[config.mk]
export PLATFORM = sky130hd
export DESIGN_NAME = fau_ctrl
export DESIGN_NICKNAME = d
export VERILOG_FILES = /design/src/hw/rtl/assert_macros.svh /design/src/hw/rtl/fau_pkg.sv /design/src/hw/rtl/fau_ctrl.sv
export SDC_FILE = /design/constraint.sdc
export NUM_CORES = 1
export LEC_CHECK = 0
export ABC_CLOCK_PERIOD_IN_PS = 1270
export BUFFER_PORTS_ARGS = -buffer_cell sky130_fd_sc_hd__buf_2
export CAP_MARGIN = 20
export CORE_AREA = 4 4 41 43
export DETAILED_ROUTE_END_ITERATION = 6
export DIE_AREA = 0 0 45 47
export PLACE_DENSITY_LB_ADDON = 0.3
export SYNTH_ARGS = -nofsm -noshare
export SYNTH_HDL_FRONTEND = slang
export SYNTH_SLANG_ARGS = --single-unit
[constraint.sdc]
create_clock -name clk -period 1.27 [get_ports clk]
set_input_delay 0.127 -clock clk [delete_from_list [all_inputs] [get_ports clk]]
set_output_delay 0.127 -clock clk [all_outputs]
set_load 0.03 [all_outputs]
[src/hw/rtl/assert_macros.svh]
// Assertion macros used by the top-level RTL file.
`ifndef ASSERT_MACROS_SVH
`define ASSERT_MACROS_SVH
`ifndef SYNTHESIS
`define ASSERT_IMPL(label, clk, rst, prop) \
  label: assert property (@(posedge clk) disable iff (rst) prop) \
    else $error("assertion failed");
`define ASSERT_RST(label, clk, prop) \
  label: assert property (@(posedge clk) prop) else $error("assertion failed");
`else
`define ASSERT_IMPL(label, clk, rst, prop)
`define ASSERT_RST(label, clk, prop)
`endif
`endif

[src/hw/rtl/fau_pkg.sv]
// Package with types, constants and codes of the fraction arithmetic unit.
`default_nettype none
package fau_pkg;
  localparam int unsigned OperandWidth = 16;
  localparam int unsigned ProdWidth = 2 * OperandWidth;
  localparam int unsigned NumWidth = 33;
  localparam int unsigned DenWidth = 32;
  localparam int unsigned MagWidth = OperandWidth;
  localparam int unsigned CntWidth = $clog2(MagWidth + 2);

  typedef enum logic [2:0] {
    OP_ADD = 3'd0,
    OP_SUB = 3'd1,
    OP_MUL = 3'd2,
    OP_DIV = 3'd3,
    OP_RED = 3'd4,
    OP_MAX = 3'd5
  } opcode_t;

  typedef enum logic [2:0] {
    ST_IDLE,
    ST_MUL,
    ST_GCD,
    ST_DIV,
    ST_FIN,
    ST_DONE
  } state_t;

  typedef struct packed {
    logic load;
    logic mul;
    logic gcd_step;
    logic div_init;
    logic div_step;
    logic finish;
  } cmd_t;

  typedef struct packed {
    logic is_reduce;
    logic gcd_done;
    logic div_done;
  } stat_t;
endpackage
`default_nettype wire

[src/hw/rtl/fau_ctrl.sv]
// Controller state machine sequencing the datapath and both handshakes.
`default_nettype none
module fau_ctrl (
  input  wire logic           clk,
  input  wire logic           rst,
  input  wire logic           in_valid,
  output logic                in_ready,
  output logic                out_valid,
  input  wire logic           out_ready,
  input  wire fau_pkg::stat_t stat,
  output fau_pkg::cmd_t       cmd
);
  fau_pkg::state_t state, state_next;

  always_ff @(posedge clk) begin
    if (rst) state <= fau_pkg::ST_IDLE;
    else state <= state_next;
  end

  always_comb begin
    state_next = state;
    cmd = '0;
    in_ready = 1'b0;
    out_valid = 1'b0;
    unique case (state)
      fau_pkg::ST_IDLE: begin
        in_ready = 1'b1;
        if (in_valid) begin
          cmd.load = 1'b1;
          state_next = fau_pkg::ST_MUL;
        end
      end
      fau_pkg::ST_MUL: begin
        cmd.mul = 1'b1;
        state_next = stat.is_reduce ? fau_pkg::ST_GCD : fau_pkg::ST_FIN;
      end
      fau_pkg::ST_GCD: begin
        if (stat.gcd_done) begin
          cmd.gcd_step = 1'b1;
          cmd.div_init = 1'b1;
          state_next = fau_pkg::ST_DIV;
        end else begin
          cmd.gcd_step = 1'b1;
        end
      end
      fau_pkg::ST_DIV: begin
        cmd.div_step = 1'b1;
        if (stat.div_done) begin
          state_next = fau_pkg::ST_FIN;
        end
      end
      fau_pkg::ST_FIN: begin
        state_next = fau_pkg::ST_DONE;
      end
      fau_pkg::ST_DONE: begin
        out_valid = 1'b1;
        if (out_ready) begin
          in_ready = 1'b1;
          if (in_valid) begin
            cmd.load = 1'b1;
            state_next = fau_pkg::ST_MUL;
          end else begin
            state_next = fau_pkg::ST_IDLE;
          end
        end
      end
      default: state_next = fau_pkg::ST_IDLE;
    endcase
  end
endmodule
`default_nettype wire

# [After elaboration in Yosys (flattened, before gate mapping)]
# Index checks and enable logic that the tools add are counted.
[classes] reduce_logical=2 eq_ne=9 muxes=17
[op_table] cell="3-bit case mux with 6 select lines" n=1
[op_table] cell="3-bit 2-to-1 mux" n=5
[op_table] cell="1-bit 2-to-1 mux" n=8
[op_table] cell="2-bit inequality test (second input constant)" n=4
[op_table] cell="3-bit by 2-bit equality test with 1-bit output (second input constant)" n=2
[op_table] cell="3-bit equality test (second input constant)" n=2
[op_table] cell="1-bit case mux with 2 select lines" n=2
[op_table] cell="4-bit AND reduction" n=1
[op_table] cell="3-bit by 1-bit equality test with 1-bit output (second input constant)" n=1
[op_table] cell="3-bit zero test" n=1
[op_table] cell="2-bit 2-to-1 mux" n=1
[word_totals] output_inout_bits=8 reg_bits=3 in_bits=7 wordCells=29

# [Depth between registers and ports, before layout]
# Gate-level depths: netlist of run 1.
[depth] ltp_word=3 ltp_mapped=4 ltp_nobuf=3

# [Worst setup path after synthesis of run 1]
# Ideal clock, no wire load.
[synth_timing] path_type="flip-flop to output port" startpoint="reg state[2]" endpoint="out cmd[5] (netlist bit)" stages_incl_launch_ff=5 n_path_buf=1 slack_ns=-0.314 required_time_ns=1.143 t_arrival_ns=1.457 cell_sequence="dfxtp_1 -> buf_2 -> or2_2 -> a21oi_2 -> and2_1"
[synth_rtl] element="start, declared" line="fau_ctrl.sv:13" rtl="fau_pkg::state_t state, state_next;"
[synth_rtl] element="start signal, assigned" line="fau_ctrl.sv:16" rtl="if (rst) state <= fau_pkg::ST_IDLE;"
[synth_rtl] element="start signal, assigned" line="fau_ctrl.sv:17" rtl="else state <= state_next;"
[synth_rtl] element="end, declared" line="fau_ctrl.sv:11" rtl="output fau_pkg::cmd_t cmd"

==> results.ini, run 1 <==
[synthesis]
yosys.area.top_type = dfxtp_1
synthTopCellsByCount = and2_1 (3), dfxtp_1 (3), nand2_1 (3)
postSynthCellCount = 37
synth_area_leaders = dfxtp_1 (21%), mux2i_1 (6.9%), and2_1 (6.5%)
synth_flop_cell = dfxtp_1
yosysWarnings = 0
yosys_register_bits = 3
syn_area_per_cell_um2 = 7.81
synth_edf_count = 0
yosysSeqAreaShare = 0.208
syn-num-nets = 44
synthArstFlopShare = 0
synth.cell_area_um2 = 289
ys_types = 25
synth_top_area_share = 0.208

[setup_path]
path_cells = or2_4, a21oi_4, and2_4, buf_6
crit_fanout = 7
cp-end-kind = primary output
cp-start-kind = register
crit_buf_inv = 1
arrival_ns = 1.22
critical-path-top-delay-family = simple AND/OR/NAND/NOR gates
cpMaxStageDelayCell = dfxtp_4
worstPathRequired_ns = 1.14
cpPeakStageDelay_ns = 0.35
critPathKind = register to primary output

[place]
gp_congestion = 0.673
dp_cells = 64
place_area_um2 = 389
port_buffers = 13
hpwl_um = 559

[drt]
drt-pass1-iter-count = 3
drc = 0
wirelength_um = 763
drt_iter0_markers = 3
ant_nets = 0
vias = 327
routedWlPerCell_um = 10.5
routed_via_density = 4.48

[clock_network]
cts_sinks = 3
cts_buffers = 3
tritoncts = yes
worst_skew_pair.late_latency_ns = 0.24
clk_pin_slew_worst_paths_ns = 0.04
cts-root-buf = clkbuf_4
ctsHtreeMaxLevel = 1
clockBufferDepth = 2

[sta]
setup_viol = 3
min_period_ns = 1.35
rsz0062_at_grt = true
postLayoutSetupSlackWorst_ns = -0.0776
tns_ns = -0.119
final.setup_skew_ns = 0.00625
max_freq_ghz = 0.742
period_share = 1.06
maxSlewViolCount = 0
hold_viol = 0

[pwr]
power_density_mw_per_mm2 = 2130
ir_worst_vdd_uv = 673
power_mw = 1.06
leakage_nw = 0.240

[run_status]
outcome = complete, but fails checks
violations = setup timing

[grt]
grt_max_degree = 9
grt_pass1_vias = 288
grt_pass1_wl_mm = 1.26
grtUsageTotal = 0.0852
overflow = 0
grt_antenna_before_repair = 0

[floorplan]
io_pins = 15
die_w_um = 45
core-area_mm2 = 0.00130
die_area_mm2 = 0.00212
rows = 13
die_h_um = 47
floorplan.initialDensity = 0.222

[layout]
layout.nets = 66
reg_top3 = state: 3 flops
drive_gt1_frac = 0.603
multi_input_area_um2 = 229
largest_register_ff_count = 3
top_register = state
fin_util = 0.382
syn_to_final_growth_pct = 71.9
antennaDiodeCount = 0
post-route-cell-area_um2 = 497
fillCellCount = 155
final_cells = 73
seqCellArea_um2 = 68.8

[min_path]
holdCritPathClass = input pin to register

[job]
maxCapViolations = 0

## layer usage
metal	up-vias	share of wire	track usage
met2	10	0.50	0.133
met4	0	0	0.0702
met1	145	0.42	0.0952
li1	172	-	-
met5	-	0	0
met3	0	0.077	0.0268
## report_power, final
part,internal (mW),switching [mW]
clock,0.118,0.0512
combinational,0.360,0.342
sequential,0.140,0.0459
## final cells by class
| type | count | share of cell area |
|---|---|---|
| tap | 15 | 0.0378 |
| multi-input combinational | 29 | 0.461 |
| clock buffer | 4 | 0.0529 |
| inverter | 1 | 0.00756 |
| timing repair buffer | 21 | 0.302 |
| sequential | 3 | 0.139 |
## through the flow
stage	hold WS [ns]	setup WS (ns)
final	0.127	-0.0776
after global routing	0.141	-0.120
after CTS	0.111	-0.0945
after detailed placement	0.368	-0.0111
after global placement	0.371	0.00831
after floorplan	0.204	-0.143
## worst reg2reg max path: cells and delay by family, from the launching register on
| kind | cells | cell delay [ns] |
|---|---|---|
| compound gates | 2 | 0.55 |
| flops | 1 | 0.35 |
| buf+inv | 1 | 0.14 |
| mux | 1 | 0.11 |
## worst paths after layout
path / start / to / slack, ns / cells after the start
hold reg to reg: state[2] / state[1] / 0.64 / 2
hold / removal: rst / state[1] / 0.13 / 2
setup / recovery: state[0] / cmd[5] / -0.08 / 4
setup reg to reg: state[0] / state[2] / 0.05 / 4
## cells by family (layout without fill, tap and decap cells)
| kind of cell | count (synthesis) | after routing | share of synthesized area |
|---|---|---|---|
| compound gates | 6 | 6 | 0.177 |
| buf+inv | 5 | 26 | 0.0995 |
| flops | 3 | 3 | 0.208 |
| mux | 2 | 2 | 0.0693 |
| other cells | 1 | 1 | 0.0130 |
| simple gates | 20 | 20 | 0.433 |
## cell usage in the layout, fill, tap and decap left out, drive strengths merged, types with 2 or more instances in the layout
cell	synthesis	routed
buf	4	21
clkbuf	0	4
nand2	3	3
and2	3	3
dfxtp	3	3
and3b	2	2
nand2b	2	2
mux2i	2	2
nor3b	2	2
a21oi	2	2
## repair_timing
item / in CTS / in global routing
resized for setup: 15 / 2
hold buffers: 0 / 0
pin swaps: 4 / 0
buffers inserted: 4 / 1
endpoints found under the setup margin: 6 / 6
Note: power is estimated with default switching activity, not from simulation.
==> run 2, diff against run 1 <==
--- a/config.mk
+++ b/config.mk
@@ -7,3 +7,3 @@
 export LEC_CHECK = 0
-export ABC_CLOCK_PERIOD_IN_PS = 1270
+export ABC_CLOCK_PERIOD_IN_PS = 1450
 export BUFFER_PORTS_ARGS = -buffer_cell sky130_fd_sc_hd__buf_2
@@ -17 +17,2 @@
 export SYNTH_SLANG_ARGS = --single-unit
+export TNS_END_PERCENT = 1
==> constraint.sdc (replaced) <==
create_clock -name clk -period 1.45 [get_ports clk]
set_input_delay 0.0725 -clock clk [delete_from_list [all_inputs] [get_ports clk]]
set_output_delay 0.0725 -clock clk [all_outputs]
set_load 0.03 [all_outputs]
==> run 2 against run 1 <==
Effect of this change:
- the flow now finishes without violations
- wire length down 7.2%
- first-iteration DRC count up 67%
- cell count down 8.2%
- combinational power down 30%
- global-route usage down 0.39 points
- register-to-register slack better by 0.21 ns
- worst hold slack worse by 0.048 ns
- via count down 4.6%
- critical endpoint unchanged
- largest cell class unchanged
==> results.ini, run 2 (synthesis results as in run 1) <==
[sta]
setup_viol = 0
tns_ns = 0
min_period_ns = 1.35
hold_viol = 0
maxSlewViolCount = 0
max_freq_ghz = 0.740
timing.hold.ws_ns = 0.0792
period_share = 0.932
final.setup_skew_ns = 0.00386
rsz0062_at_grt = false

[grt]
grt_pass1_wl_mm = 1.22
grt_antenna_before_repair = 0
grtUsageTotal = 0.0814
grt_max_degree = 13
overflow = 0
grt_pass1_vias = 311

[clock_network]
cts_buffers = 3
clockBufferDepth = 2
tritoncts = yes
cts_setup_buffers = 0
clk_pin_slew_worst_paths_ns = 0.04
worst_skew_pair.late_latency_ns = 0.23
ctsHtreeMaxLevel = 1
cts_sinks = 3
cts-root-buf = clkbuf_4

[layout]
antennaDiodeCount = 0
reg_top3 = state: 3 flops
top_register = state
final_common_cell = buf_2
largest_register_ff_count = 3
final_cell_mix = buf_2 (12), nand2_1 (3), clkbuf_4 (3)
fillCellCount = 152
post-route-cell-area_um2 = 413
drive_gt1_frac = 0.462
final_cells = 67
syn_to_final_growth_pct = 42.9
multi_input_area_um2 = 214
seqCellArea_um2 = 63.8
layout.nets = 60

[setup_path]
critical-path-top-delay-family = simple AND/OR/NAND/NOR gates
worstPathRequired_ns = 1.38
cpPeakStageDelay_ns = 0.37
cpMaxStageDelayCell = dfxtp_4
crit_fanout = 12
cp-end-kind = primary output
cp-start-kind = register
path_cells = or2_4, a21oi_4, and2_2, buf_6
crit_buf_inv = 1
critPathKind = register to primary output
arrival_ns = 1.28

[drt]
routed_via_density = 4.66
wirelength_um = 708
drc = 0
ant_nets = 0
routedWlPerCell_um = 10.6
vias = 312
drt-pass1-iter-count = 4
drt_iter0_markers = 5

[pwr]
power_mw = 0.802
ir_worst_vdd_uv = 596
power_density_mw_per_mm2 = 1940
leakage_nw = 0.198

[floorplan]
die_h_um = 47
core-area_mm2 = 0.00130
die_w_um = 45
rows = 13
io_pins = 15
die_area_mm2 = 0.00212
floorplan.initialDensity = 0.222

[place]
dp_cells = 63
gp_congestion = 0.724
hpwl_um = 529
place_area_um2 = 372
port_buffers = 13

[run_status]
outcome = finished clean

[job]
maxCapViolations = 0

[min_path]
holdCritPathClass = input pin to register

## run 2: changes by cell type in the layout (fill, tap and decap cells not counted), moves of 2 or more
| cell | previous run | this run |
|---|---|---|
| dfxtp_1 | 0 | 2 |
| buf_2 | 9 | 12 |
| buf_4 | 8 | 2 |
| and2_4 | 2 | 0 |
| buf_6 | 4 | 1 |
## run 2: final cells by class
cell class,count,share of cell area
sequential,3,0.155
clock buffer,4,0.0636
multi-input combinational,29,0.518
tap,15,0.0455
inverter,1,0.00909
timing repair buffer,15,0.209
## run 2: routing by layer
layer  GRT usage  routed length, um  up-vias
met5           0                  0        -
met4      0.0702                  0        0
met3      0.0230                 60        0
met2       0.121                354       13
met1      0.0955                293      142
li1            -                  -      157
## run 2: where the power goes
group	internal, mW	switching [mW]
clock network	0.103	0.0450
registers	0.113	0.0495
logic	0.223	0.268
## run 2: path summary, 6_finish.rpt
check                 from        to  slack [ns]  cells after the start
setup / recovery  state[2]    cmd[5]         0.1                      4
hold / removal         rst  state[1]        0.08                      2
setup reg to reg  state[0]  state[2]        0.26                      3
hold reg to reg   state[2]  state[1]        0.52                      1
## run 2: metrics by stage
step / utilization / setup slack [ns]
floorplan: - / 0.0598
global placement: 0.286 / 0.190
detailed placement: 0.286 / 0.166
CTS: 0.309 / 0.00376
global route: 0.317 / 0.0151
finish: 0.317 / 0.0989
## run 2: repair_timing
| action | CTS | global route |
|---|---|---|
| hold buffers | 0 | 0 |
| setup endpoints to repair | 1 | 2 |
| gates resized for setup | 2 | 4 |
| pin swaps | 0 | 0 |
## run 2: worst register-to-register path, delay by kind of cell (launching register included)
family | cells | cell delay, ns
DFF | 1 | 0.44
AOI/OAI and AO/OA | 2 | 0.55
muxes | 1 | 0.11
